### src/hw/rtl/assert_macros.svh
// ---------------------------------------------------------------------------
// assert_macros.svh
// Shorthand for clocked concurrent assertions with asynchronous reset.
// ---------------------------------------------------------------------------
`ifndef ASSERT_MACROS_SVH
`define ASSERT_MACROS_SVH

// same-cycle implication, disabled while reset is asserted
`define CHM_ASSERT_IMP(label, clk, rst_n, ante, cons, msg) \
    label: assert property (@(posedge clk) disable iff (!rst_n) (ante) |-> (cons)) \
        else $error(msg);

// next-cycle implication, disabled while reset is asserted
`define CHM_ASSERT_NXT(label, clk, rst_n, ante, cons, msg) \
    label: assert property (@(posedge clk) disable iff (!rst_n) (ante) |=> (cons)) \
        else $error(msg);

`endif

### src/hw/rtl/chm_pkg.sv
// ---------------------------------------------------------------------------
// chm_pkg
// Shared constants, types and helpers of the chained hash map engine.
// ---------------------------------------------------------------------------
`default_nettype none

package chm_pkg;

    // field widths
    localparam int KEY_W = 64;
    localparam int VAL_W = 64;
    localparam int KB_W  = 4;
    localparam int CNT_W = 7;

    // table geometry
    localparam int BUCKETS     = 10;
    localparam int CHAIN_DEPTH = 8;
    localparam int VALUE_BYTES = 8;
    localparam int SLOT_TOTAL  = BUCKETS * CHAIN_DEPTH;
    localparam int SLOT_AW     = (SLOT_TOTAL > 1) ? $clog2(SLOT_TOTAL) : 1;
    localparam int BKT_W       = (BUCKETS > 1) ? $clog2(BUCKETS) : 1;
    localparam int CD_W        = (CHAIN_DEPTH > 1) ? $clog2(CHAIN_DEPTH) : 1;

    // FNV-1a, 32 bit
    localparam logic [31:0] HASH_MULT = 32'h0100_0193;
    localparam logic [31:0] FNV_BASIS = 32'h811C_9DC5;

    // shared multiplier geometry
    localparam int MUL_AW = 33;
    localparam int MUL_BW = 32;
    localparam int MUL_PW = MUL_AW + MUL_BW;

    // hash mod BUCKETS by reciprocal: q = (h * DIV_M) >> DIV_SH, exact for 32-bit h
    localparam int          DIV_L   = (BUCKETS > 1) ? $clog2(BUCKETS) : 0;
    localparam int          DIV_SH  = 32 + DIV_L;
    localparam logic [63:0] DIV_POW = 64'd1 << DIV_SH;
    localparam logic [MUL_AW-1:0] DIV_M =
        MUL_AW'((DIV_POW + 64'(BUCKETS) - 64'd1) / 64'(BUCKETS));

    // value mask from the stored value width
    localparam logic [VAL_W-1:0] VAL_MASK =
        (VALUE_BYTES >= 8) ? {VAL_W{1'b1}} : ((64'd1 << (8 * VALUE_BYTES)) - 64'd1);

    // configuration register
    localparam logic            REG_KEY_BYTES = 1'b0;
    localparam logic [KB_W-1:0] KEY_BYTES_RST = 4'd8;

    typedef enum logic
    {
        OP_GET = 1'b0,
        OP_SET = 1'b1
    } op_t;

    typedef enum logic [2:0]
    {
        ST_IDLE,
        ST_HASH,
        ST_DIVQ,
        ST_DIVR,
        ST_BASE,
        ST_SCAN,
        ST_DRAIN,
        ST_COMMIT
    } state_t;

    // sequencer to slot store
    typedef struct packed
    {
        logic               rd_en;
        logic [SLOT_AW-1:0] rd_addr;
        logic               wr_val_en;
        logic               wr_key_en;
        logic [SLOT_AW-1:0] wr_addr;
        logic [KEY_W-1:0]   wr_key;
        logic [VAL_W-1:0]   wr_val;
    } store_req_t;

    // slot store to sequencer, registered read data
    typedef struct packed
    {
        logic [KEY_W-1:0] rd_key;
        logic [VAL_W-1:0] rd_val;
        logic             rd_valid;
    } store_rsp_t;

    typedef struct packed
    {
        logic             found;
        logic [VAL_W-1:0] value_out;
        logic             bucket_full;
        logic [CNT_W-1:0] entry_count;
    } result_t;

    // clamp the key length to 1..8 bytes
    function automatic logic [KB_W-1:0] eff_bytes(input logic [KB_W-1:0] kb);
        logic [KB_W-1:0] nb;
        nb = kb;
        if (kb == 4'd0)
        begin
            nb = 4'd1;
        end
        else if (kb > 4'd8)
        begin
            nb = 4'd8;
        end
        return nb;
    endfunction

    // mask covering the low nb bytes
    function automatic logic [KEY_W-1:0] byte_mask(input logic [KB_W-1:0] nb);
        logic [KEY_W-1:0] m;
        m = '0;
        for (int i = 0; i < 8; i++)
        begin
            if (KB_W'(i) < nb)
            begin
                m[8*i +: 8] = 8'hFF;
            end
        end
        return m;
    endfunction

endpackage

`default_nettype wire

### src/hw/rtl/chm_mul.sv
// ---------------------------------------------------------------------------
// chm_mul
// Shared 33 x 32 multiplier used for hash rounds and the bucket modulo.
// ---------------------------------------------------------------------------
`default_nettype none

module chm_mul
(
    input  wire logic [chm_pkg::MUL_AW-1:0] a,
    input  wire logic [chm_pkg::MUL_BW-1:0] b,
    output logic      [chm_pkg::MUL_PW-1:0] p
);
    import chm_pkg::*;

    // full product, result is registered by the sequencer
    assign p = MUL_PW'(a) * MUL_PW'(b);

endmodule

`default_nettype wire

### src/hw/rtl/chm_seq.sv
// ---------------------------------------------------------------------------
// chm_seq
// Sequencer: hash rounds, bucket modulo, slot walk and commit.
// ---------------------------------------------------------------------------
`default_nettype none

module chm_seq
(
    input  wire logic                         clk,
    input  wire logic                         rst_n,
    input  wire logic                         in_valid,
    output logic                              in_ready,
    input  wire logic                         opcode,
    input  wire logic [chm_pkg::KEY_W-1:0]    key,
    input  wire logic [chm_pkg::VAL_W-1:0]    value,
    input  wire logic [chm_pkg::KB_W-1:0]     key_bytes,
    input  wire logic                         out_free,
    output logic                              res_valid,
    output chm_pkg::result_t                  res,
    output chm_pkg::store_req_t               req,
    input  wire chm_pkg::store_rsp_t          rsp
);
    import chm_pkg::*;

    state_t state_reg, state_next;

    logic               op_reg,       op_next;
    logic [KB_W-1:0]    nb_reg,       nb_next;
    logic [KEY_W-1:0]   kmask_reg,    kmask_next;
    logic [KEY_W-1:0]   key_reg,      key_next;
    logic [KEY_W-1:0]   key_raw_reg,  key_raw_next;
    logic [VAL_W-1:0]   val_reg,      val_next;
    logic [2:0]         byte_idx_reg, byte_idx_next;
    logic [31:0]        h_reg,        h_next;
    logic [31:0]        q_reg,        q_next;
    logic [31:0]        qb_reg,       qb_next;
    logic [SLOT_AW-1:0] base_reg,     base_next;
    logic [CD_W-1:0]    slot_idx_reg, slot_idx_next;
    logic               eval_vld_reg, eval_vld_next;
    logic [CD_W-1:0]    eval_idx_reg, eval_idx_next;
    logic               hit_reg,      hit_next;
    logic [CD_W-1:0]    hit_idx_reg,  hit_idx_next;
    logic [VAL_W-1:0]   hit_val_reg,  hit_val_next;
    logic               free_reg,     free_next;
    logic [CD_W-1:0]    free_idx_reg, free_idx_next;
    logic [CNT_W-1:0]   count_reg,    count_next;

    logic [MUL_AW-1:0] mul_a;
    logic [MUL_BW-1:0] mul_b;
    logic [MUL_PW-1:0] mul_p;
    logic [7:0]        hash_byte;
    logic [31:0]       rem;
    logic [KB_W-1:0]   in_nb;

    chm_mul u_mul
    (
        .a (mul_a),
        .b (mul_b),
        .p (mul_p)
    );

    assign hash_byte = key_reg[{byte_idx_reg, 3'b000} +: 8];
    assign rem       = h_reg - qb_reg;
    assign in_nb     = eff_bytes(key_bytes);

    // control registers
    always_ff @(posedge clk or negedge rst_n)
    begin
        if (!rst_n)
        begin
            state_reg    <= ST_IDLE;
            count_reg    <= '0;
            eval_vld_reg <= 1'b0;
        end
        else
        begin
            state_reg    <= state_next;
            count_reg    <= count_next;
            eval_vld_reg <= eval_vld_next;
        end
    end

    // datapath registers
    always_ff @(posedge clk)
    begin
        op_reg       <= op_next;
        nb_reg       <= nb_next;
        kmask_reg    <= kmask_next;
        key_reg      <= key_next;
        key_raw_reg  <= key_raw_next;
        val_reg      <= val_next;
        byte_idx_reg <= byte_idx_next;
        h_reg        <= h_next;
        q_reg        <= q_next;
        qb_reg       <= qb_next;
        base_reg     <= base_next;
        slot_idx_reg <= slot_idx_next;
        eval_idx_reg <= eval_idx_next;
        hit_reg      <= hit_next;
        hit_idx_reg  <= hit_idx_next;
        hit_val_reg  <= hit_val_next;
        free_reg     <= free_next;
        free_idx_reg <= free_idx_next;
    end

    // next state and outputs
    always_comb
    begin
        state_next    = state_reg;
        op_next       = op_reg;
        nb_next       = nb_reg;
        kmask_next    = kmask_reg;
        key_next      = key_reg;
        key_raw_next  = key_raw_reg;
        val_next      = val_reg;
        byte_idx_next = byte_idx_reg;
        h_next        = h_reg;
        q_next        = q_reg;
        qb_next       = qb_reg;
        base_next     = base_reg;
        slot_idx_next = slot_idx_reg;
        eval_vld_next = 1'b0;
        eval_idx_next = eval_idx_reg;
        hit_next      = hit_reg;
        hit_idx_next  = hit_idx_reg;
        hit_val_next  = hit_val_reg;
        free_next     = free_reg;
        free_idx_next = free_idx_reg;
        count_next    = count_reg;

        in_ready  = 1'b0;
        res_valid = 1'b0;
        res       = '0;

        req           = '0;
        req.wr_key    = key_raw_reg;
        req.wr_val    = val_reg;
        req.rd_addr   = base_reg + SLOT_AW'(slot_idx_reg);

        // multiplier defaults to one hash round
        mul_a = {1'b0, h_reg ^ {24'd0, hash_byte}};
        mul_b = HASH_MULT;

        // compare a slot returned by the memory
        if (eval_vld_reg && rsp.rd_valid)
        begin
            if (!hit_reg && ((rsp.rd_key & kmask_reg) == key_reg))
            begin
                hit_next     = 1'b1;
                hit_idx_next = eval_idx_reg;
                hit_val_next = rsp.rd_val;
            end
        end
        else if (eval_vld_reg && !free_reg)
        begin
            free_next     = 1'b1;
            free_idx_next = eval_idx_reg;
        end

        unique case (state_reg)
            ST_IDLE:
            begin
                in_ready = 1'b1;
                if (in_valid)
                begin
                    op_next       = opcode;
                    nb_next       = in_nb;
                    kmask_next    = byte_mask(in_nb);
                    key_next      = key & byte_mask(in_nb);
                    key_raw_next  = key;
                    val_next      = value & VAL_MASK;
                    byte_idx_next = 3'd0;
                    h_next        = FNV_BASIS;
                    state_next    = ST_HASH;
                end
            end

            ST_HASH:
            begin
                h_next        = mul_p[31:0];
                byte_idx_next = byte_idx_reg + 3'd1;
                if ({1'b0, byte_idx_reg} == (nb_reg - 4'd1))
                begin
                    state_next = ST_DIVQ;
                end
            end

            ST_DIVQ:
            begin
                mul_a      = DIV_M;
                mul_b      = h_reg;
                q_next     = 32'(mul_p >> DIV_SH);
                state_next = ST_DIVR;
            end

            ST_DIVR:
            begin
                mul_a      = MUL_AW'(BUCKETS);
                mul_b      = q_reg;
                qb_next    = mul_p[31:0];
                state_next = ST_BASE;
            end

            ST_BASE:
            begin
                base_next     = SLOT_AW'(rem[BKT_W-1:0]) * SLOT_AW'(CHAIN_DEPTH);
                slot_idx_next = '0;
                hit_next      = 1'b0;
                free_next     = 1'b0;
                state_next    = ST_SCAN;
            end

            // one slot read per cycle, compared in the cycle after its read
            ST_SCAN:
            begin
                req.rd_en     = 1'b1;
                eval_vld_next = 1'b1;
                eval_idx_next = slot_idx_reg;
                if (slot_idx_reg == CD_W'(CHAIN_DEPTH - 1))
                begin
                    state_next = ST_DRAIN;
                end
                else
                begin
                    slot_idx_next = slot_idx_reg + CD_W'(1);
                end
            end

            ST_DRAIN:
            begin
                state_next = ST_COMMIT;
            end

            ST_COMMIT:
            begin
                if (out_free)
                begin
                    res_valid = 1'b1;
                    res.found = hit_reg;
                    if (op_reg == OP_GET)
                    begin
                        res.value_out = hit_reg ? (hit_val_reg & VAL_MASK) : val_reg;
                    end
                    else if (hit_reg)
                    begin
                        req.wr_val_en = 1'b1;
                        req.wr_addr   = base_reg + SLOT_AW'(hit_idx_reg);
                        res.value_out = val_reg;
                    end
                    else if (free_reg)
                    begin
                        req.wr_val_en = 1'b1;
                        req.wr_key_en = 1'b1;
                        req.wr_addr   = base_reg + SLOT_AW'(free_idx_reg);
                        res.value_out = val_reg;
                        count_next    = count_reg + CNT_W'(1);
                    end
                    else
                    begin
                        res.bucket_full = 1'b1;
                    end
                    res.entry_count = count_next;
                    state_next      = ST_IDLE;
                end
            end

            default:
            begin
                state_next = ST_IDLE;
            end
        endcase
    end

endmodule

`default_nettype wire

### config.mk
export PLATFORM = sky130hd
export DESIGN_NAME = chm_seq
export DESIGN_NICKNAME = d
export VERILOG_FILES = /design/src/hw/rtl/assert_macros.svh /design/src/hw/rtl/chm_pkg.sv /design/src/hw/rtl/chm_mul.sv /design/src/hw/rtl/chm_seq.sv
export SDC_FILE = /design/constraint.sdc
export NUM_CORES = 2
export LEC_CHECK = 0
export BUFFER_PORTS_ARGS = -buffer_cell sky130_fd_sc_hd__buf_2
export CAP_MARGIN = 20
export CORE_MARGIN = 2
export CORE_UTILIZATION = 56
export DETAILED_ROUTE_END_ITERATION = 10
export GPL_TIMING_DRIVEN = 0
export PLACE_DENSITY_LB_ADDON = 0.2
export SYNTH_ARGS = -nofsm -noshare
export SYNTH_HDL_FRONTEND = slang
export SYNTH_SLANG_ARGS = --single-unit
### constraint.sdc
create_clock -name clk -period 8.64 [get_ports clk]
set_input_delay 1.728 -clock clk [delete_from_list [all_inputs] [get_ports clk]]
set_output_delay 1.728 -clock clk [all_outputs]
set_load 0.005 [all_outputs]
# Yosys cells after proc, flatten, opt, wreduce, memory -nomap -nowiden
# Index checks and enable logic that the tools add are counted.
# word_totals
input_bits,266
reg_bits,422
word_cells,137
output_inout_bits,220
# op_classes
addsub,8
n_mux,62
n_shift,1
n_mul,1
reduce_logical,16
eq_ne,15
n_lt_le_gt_ge,9
bitwise_logic,4
# ops
operator,count
$mux 64,4
$mux 8,24
$mux 73,2
$and 64x64->64,2
$pmux 32 s2,2
$pmux 33 s2,1
$mul 33x32->65,1
$eq 64x64->1,1
$shiftx 64x7->8,1
$mux 9,4
$mux 32,1
$xor 32x8->32,1
$mux 7,4
$pmux 3 s8,1
$add 7x3->7,3
$mux 3,6
$lt 3x4->1 const A,4
$eq 3x3->1 const B,5
$pmux 3 s2,2
$reduce_and 2->1,6
$ne 2x2->1 const B,5
$mux 1,9
$lt 1x4->1 const A,2
$lt 2x4->1 const A,2
16 further kinds,23

# Logic depth before layout (Yosys ltp)
# depth
depth_word,8
mapped_depth,35
depth_no_buf,33

# Cells and area by module
# From an unflattened synthesis, not the netlist that was laid out.
# unflattened
cells_unflattened,5014
hier_area_um2,50295.7
# modules_own_cells
mod,instances,area_each_um2,seq_area_each_um2,cells_per_inst
chm_mul,1,34306.7,0.0,3871
chm_seq,1,15989.1,10885.4,1143

# Least setup slack after synthesis
# No wires, ideal clock.
# synth_path
kind,input-to-reg
from,input rsp[96] (netlist name)
to,register hit_idx_reg[0] (enable)
n_path_buf,0
t_required_ns,7.979
arrival_ns,9.084
setup_ns,0.661
cell_stages,7
setup_slack_ns,-1.105
cell_sequence,inv_1 > o22ai_1 > o21a_1 > o22a_1 > nor4_1 > nand2_1 > nor4_1
# synth_between
elab_chain_cells,4
# synth_rtl
item,line,source
start: declaration,chm_seq.sv:21,input wire chm_pkg::store_rsp_t rsp
$and 64x64->64,chm_seq.sv:147,if (!hit_reg && ((rsp.rd_key & kmask_reg) == key_reg))
$eq 64x64->1,chm_seq.sv:147,
$logic_and 1x1->1,chm_seq.sv:147,
$reduce_and 2->1 (no line),-,
end signal: assignment,chm_seq.sv:100,hit_idx_reg <= hit_idx_next;
end: declaration,chm_seq.sv:42,"logic [CD_W-1:0] hit_idx_reg, hit_idx_next;"
# Every way passes these cells.
# A chain may end at the register's enable or synchronous reset.

# Worst setup path after layout
# layout_path
from,register state_reg[2]
to,"register q_reg[12], data pin"
# layout_between
elab_chain_cells,3
elab_cells_between_ends,5
cone_classes,mul: 1; eq/ne: 2; mux: 2
# layout_rtl
item,line,source
start: declaration,chm_seq.sv:25,"state_t state_reg, state_next;"
start signal: assignment,chm_seq.sv:77,state_reg <= state_next;
$eq 3x2->1,chm_seq.sv:160,unique case (state_reg)
$pmux 33 s2 or $pmux 32 s2 (tied branches),chm_seq.sv:160,
$mul 33x32->65 (*),chm_mul.sv:16,assign p = MUL_PW'(a) * MUL_PW'(b);
via mul_p[48],chm_seq.sv:50,logic [MUL_PW-1:0] mul_p;
end signal: assignment,chm_seq.sv:94,q_reg <= q_next;
end: declaration,chm_seq.sv:35,"logic [31:0] q_reg, q_next;"
# The timed path passes the listed nets; every way through them passes the cells marked *.

==> results.sh <==
export IMPL_most_frequent_cells_in_the_layout="1290 x inv_1, 900 x fa_1, 490 x buf_2"
export IMPL_cts_tree="yes"
export IMPL_ant_nets=0
export IMPL_fraction_of_synthesis_flops_using_an_asynchronous_set_or_reset_pin_pct=3.014
export IMPL_path_common_cell="fa_1"
export IMPL_layout_drive_gt1_share_pct=17.36
export IMPL_reg2reg_capture_point="q_reg[12]$_DFFE_PN_"
export IMPL_grt_overflow=0
export IMPL_placeableCoreArea_mm2=0.08172
export IMPL_num_rows=105
export IMPL_routed_via_density=5.241
export IMPL_die_area_mm2=0.08453
export IMPL_synth_warnings=0
export IMPL_synth_edff_count=352
export IMPL_number_of_cells_produced_by_synthesis=4341
export IMPL_layout_worst_path_cycle_share_pct=99.52
export IMPL_globalRouteTotalUtil_pct=36.03
export IMPL_fin_nets=6855
export IMPL_worst_hold_endpoint="free_idx_reg[0]$_DFFE_PP_"
export IMPL_critPathMaxFanout=6
export IMPL_dp_cells=6318
export IMPL_timing_critical_path_slowest_stage_cell="fa_1"
export IMPL_drt_pass1_iter_count=7
export IMPL_final_design_area_no_fill_mm2=0.05546
export IMPL_synth_adder_area_share_pct=47.63
export IMPL_clk_insertion_delay_late_ns=0.60
export IMPL_place_port_buffers=485
export IMPL_dr_total_vias=34060
export IMPL_synth_area_mux_share_pct=1.024
export IMPL_largest_net_degree_at_the_start_of_global_routing=65
export IMPL_worst_setup_path_class="reg -> reg"
export IMPL_finalHoldViolations=0
export IMPL_globalplace_congestion=1.028
export IMPL_cts_root_to_sink_buffers=3
export IMPL_slew_viol_final=0
export IMPL_synth_seq_cells=365
export IMPL_reg2reg_slack_ns=0.04
export IMPL_grt_pass1_vias=35910
export IMPL_worst_slew_margin_rel_pct=20.86
export IMPL_tritoncts_num_buffers=39
export IMPL_main_combinational_cell_family_by_area_after_synthesis="adder cells"
export IMPL_final_period_minus_worst_setup_slack_ns=8.598
export IMPL_clock_sink_count=365
export IMPL_worst_hold_path_num_cells=0
export IMPL_start_util_pct=56.35
export IMPL_synth_area_top_cells="fa_1 40%, edfxtp_1 23%, inv_1 11%, ha_1 7.6%, nand2_1 2.8%"
export IMPL_die_y_um=290.7
export IMPL_worst_pin_slew_ns=1.187
export IMPL_mappedNetlistArea_mm2=0.04604
export IMPL_fmax_mhz=116.3
export IMPL_holdWs_ns=0.4615
export IMPL_setup_violations_final=0
export IMPL_avgRoutedWirePerCell_um=23.14
export IMPL_cts_htree_levels=2
export IMPL_max_cap_viol_count=0
export IMPL_r2r_start="state_reg[2]$_DFFE_PN0P_"
export IMPL_wire_length_of_the_first_global_routing_pass_um=220200
export IMPL_dpl_cell_area_mm2=0.05159
export IMPL_avgSynthCellArea_um2=10.61
export IMPL_drt_initial_drc_count=3017
export IMPL_dominantRegCellSynth="edfxtp_1"
export IMPL_result_of_the_run="complete, no violations"
export IMPL_die_width_um=290.7
export IMPL_post_synth_top_area_cell="fa_1"
export IMPL_startpoint_type="flop"
export IMPL_hpwlAfterDp_um=124600
export IMPL_most_common_library_cell_in_the_layout_ignoring_fill_and_taps="inv_1"
export IMPL_timing_hold_worst_start="eval_idx_reg[0]$_DFFE_PP_"
export IMPL_synth_xor_area_share_pct=2.207
export IMPL_antenna_found_initial=18
export IMPL_worstRegToRegCells=31
export IMPL_ys_seq_area_share_pct=23.64
export IMPL_final_setup_skew_ns=0.03811
export IMPL_cts_root_buf="clkbuf_16"
export IMPL_finalSetupTns_ns=0
export IMPL_synth_cell_types=70
export IMPL_synth_top_area_share_pct=40.04
export IMPL_worst_hold_path_type="reg -> reg"
export IMPL_instances_no_fill=6499
export IMPL_cts_reportedPaths_clkPinSlew_ns=0.07
export IMPL_worst_ep_arrival_time_ns=8.92
export IMPL_end_kind="flop"
export IMPL_drc=0
export IMPL_worst_path_largest_cell_delay_ns=0.59
export IMPL_route_final_wire_length_um=150400
export IMPL_areaGrowthSynthToFinish_pct=20.45
export IMPL_nFillCells=6490
export IMPL_yosys_area_share_simple_pct=7.527
export IMPL_synth_area_in_compound_gates_pct=6.024
export IMPL_grt_setup_unrepaired="yes"
export IMPL_critPathRequiredTime_ns=8.96
export IMPL_floorplan_io_pins=486
[kinds of logic (layout without fill, tap and decap cells)]
family | after synthesis | in the layout
xor+xnor | 116 | 116
simple gates | 753 | 753
buf+inv | 1458 | 2127
compound gates | 420 | 420
mux | 27 | 27
other cells | 2 | 421
flops | 365 | 365
fa+ha+maj | 1200 | 1200
[worst max-delay path: cells and delay by family (launching register included)]
| family | cells | cell delay (ns) |
|---|---|---|
| adders and majority gates | 9 | 4.31 |
| xor gates and xnor gates | 1 | 0.14 |
| AOI/OAI and AO/OA | 7 | 1.77 |
| DFF | 1 | 0.38 |
| buffers and inverters | 10 | 1.11 |
| and+or+nand+nor | 4 | 0.61 |
[what timing repair did]
| item | 4_1_cts | 5_1_grt |
|---|---|---|
| hold endpoints to repair | 0 | 0 |
| cloned | 2 | 7 |
| setup buffers | 22 | 91 |
| setup endpoints to repair | 48 | 25 |
| pin swaps | 17 | 102 |
| hold buffers | 0 | 0 |
| gates resized for setup | 224 | 227 |
[final cells by class]
class	instances	area [µm²]	share of cell area [%]
sequential	365	10890	19.63
antenna	10	25.02	0.04512
clock buffer	48	1020	1.839
multi-input combinational	2927	32170	58.00
inverter	1312	4936	8.900
clock inverter	23	267.8	0.4828
buffer	124	1061	1.913
tap	1070	1339	2.414
timing repair buffer	620	3757	6.775
[through the flow]
stage | utilization (%) | setup slack (ns)
floorplan | - | 0.04208
global route | 67.85 | -0.09728
detailed placement | 63.13 | -2.826
finish | 67.87 | 0.04168
global placement | 62.84 | -2.878
CTS | 65.86 | -0.007822
[worst max-delay path by stage]
stage,startpoint,to,slack [ns],cells after the start
after detailed placement,state_reg[0]$_DFFE_PN0P_,q_reg[26]$_DFFE_PN_,-2.83,32
after CTS,byte_idx_reg[0]$_SDFFCE_PN0P_,q_reg[5]$_DFFE_PN_,-0.008,29
after floorplan,state_reg[0]$_DFFE_PN0P_,q_reg[21]$_DFFE_PN_,0.04,29
after global routing,state_reg[2]$_DFFE_PN0P_,q_reg[27]$_DFFE_PN_,-0.1,28
final,state_reg[2]$_DFFE_PN0P_,q_reg[12]$_DFFE_PN_,0.04,31
after global placement,state_reg[0]$_DFFE_PN0P_,q_reg[26]$_DFFE_PN_,-2.88,29
[cells in the mapped netlist, drive strengths merged, types with 6 or more instances]
master and number:
a211oi 21, a21boi 7, a21o 41, a21oi 124, a22o 34, a22oi 41
a31oi 11, and2 98, and3 10, buf 13, clkbuf 133, dfrtp 11
edfxtp 352, fa 921, ha 279, inv 1309, mux2i 10, mux4 16
nand2 347, nand2b 12, nand3 38, nand3b 15, nand4 21, nor2 133
nor2b 45, nor3 18, o21a 7, o21ai 67, o21bai 17, o22ai 13
o31ai 6, xnor2 74, xor2 42
[per-layer routing]
layer | track usage [%] | wire length [µm]
met5 | 0 | 68
met2 | 58.30 | 71510
met4 | 15.96 | 8071
met1 | 47.61 | 56700
met3 | 7.051 | 14020
Power is not shown: default switching activity piles up to over one toggle a cycle in this logic, so the estimate is an artifact.
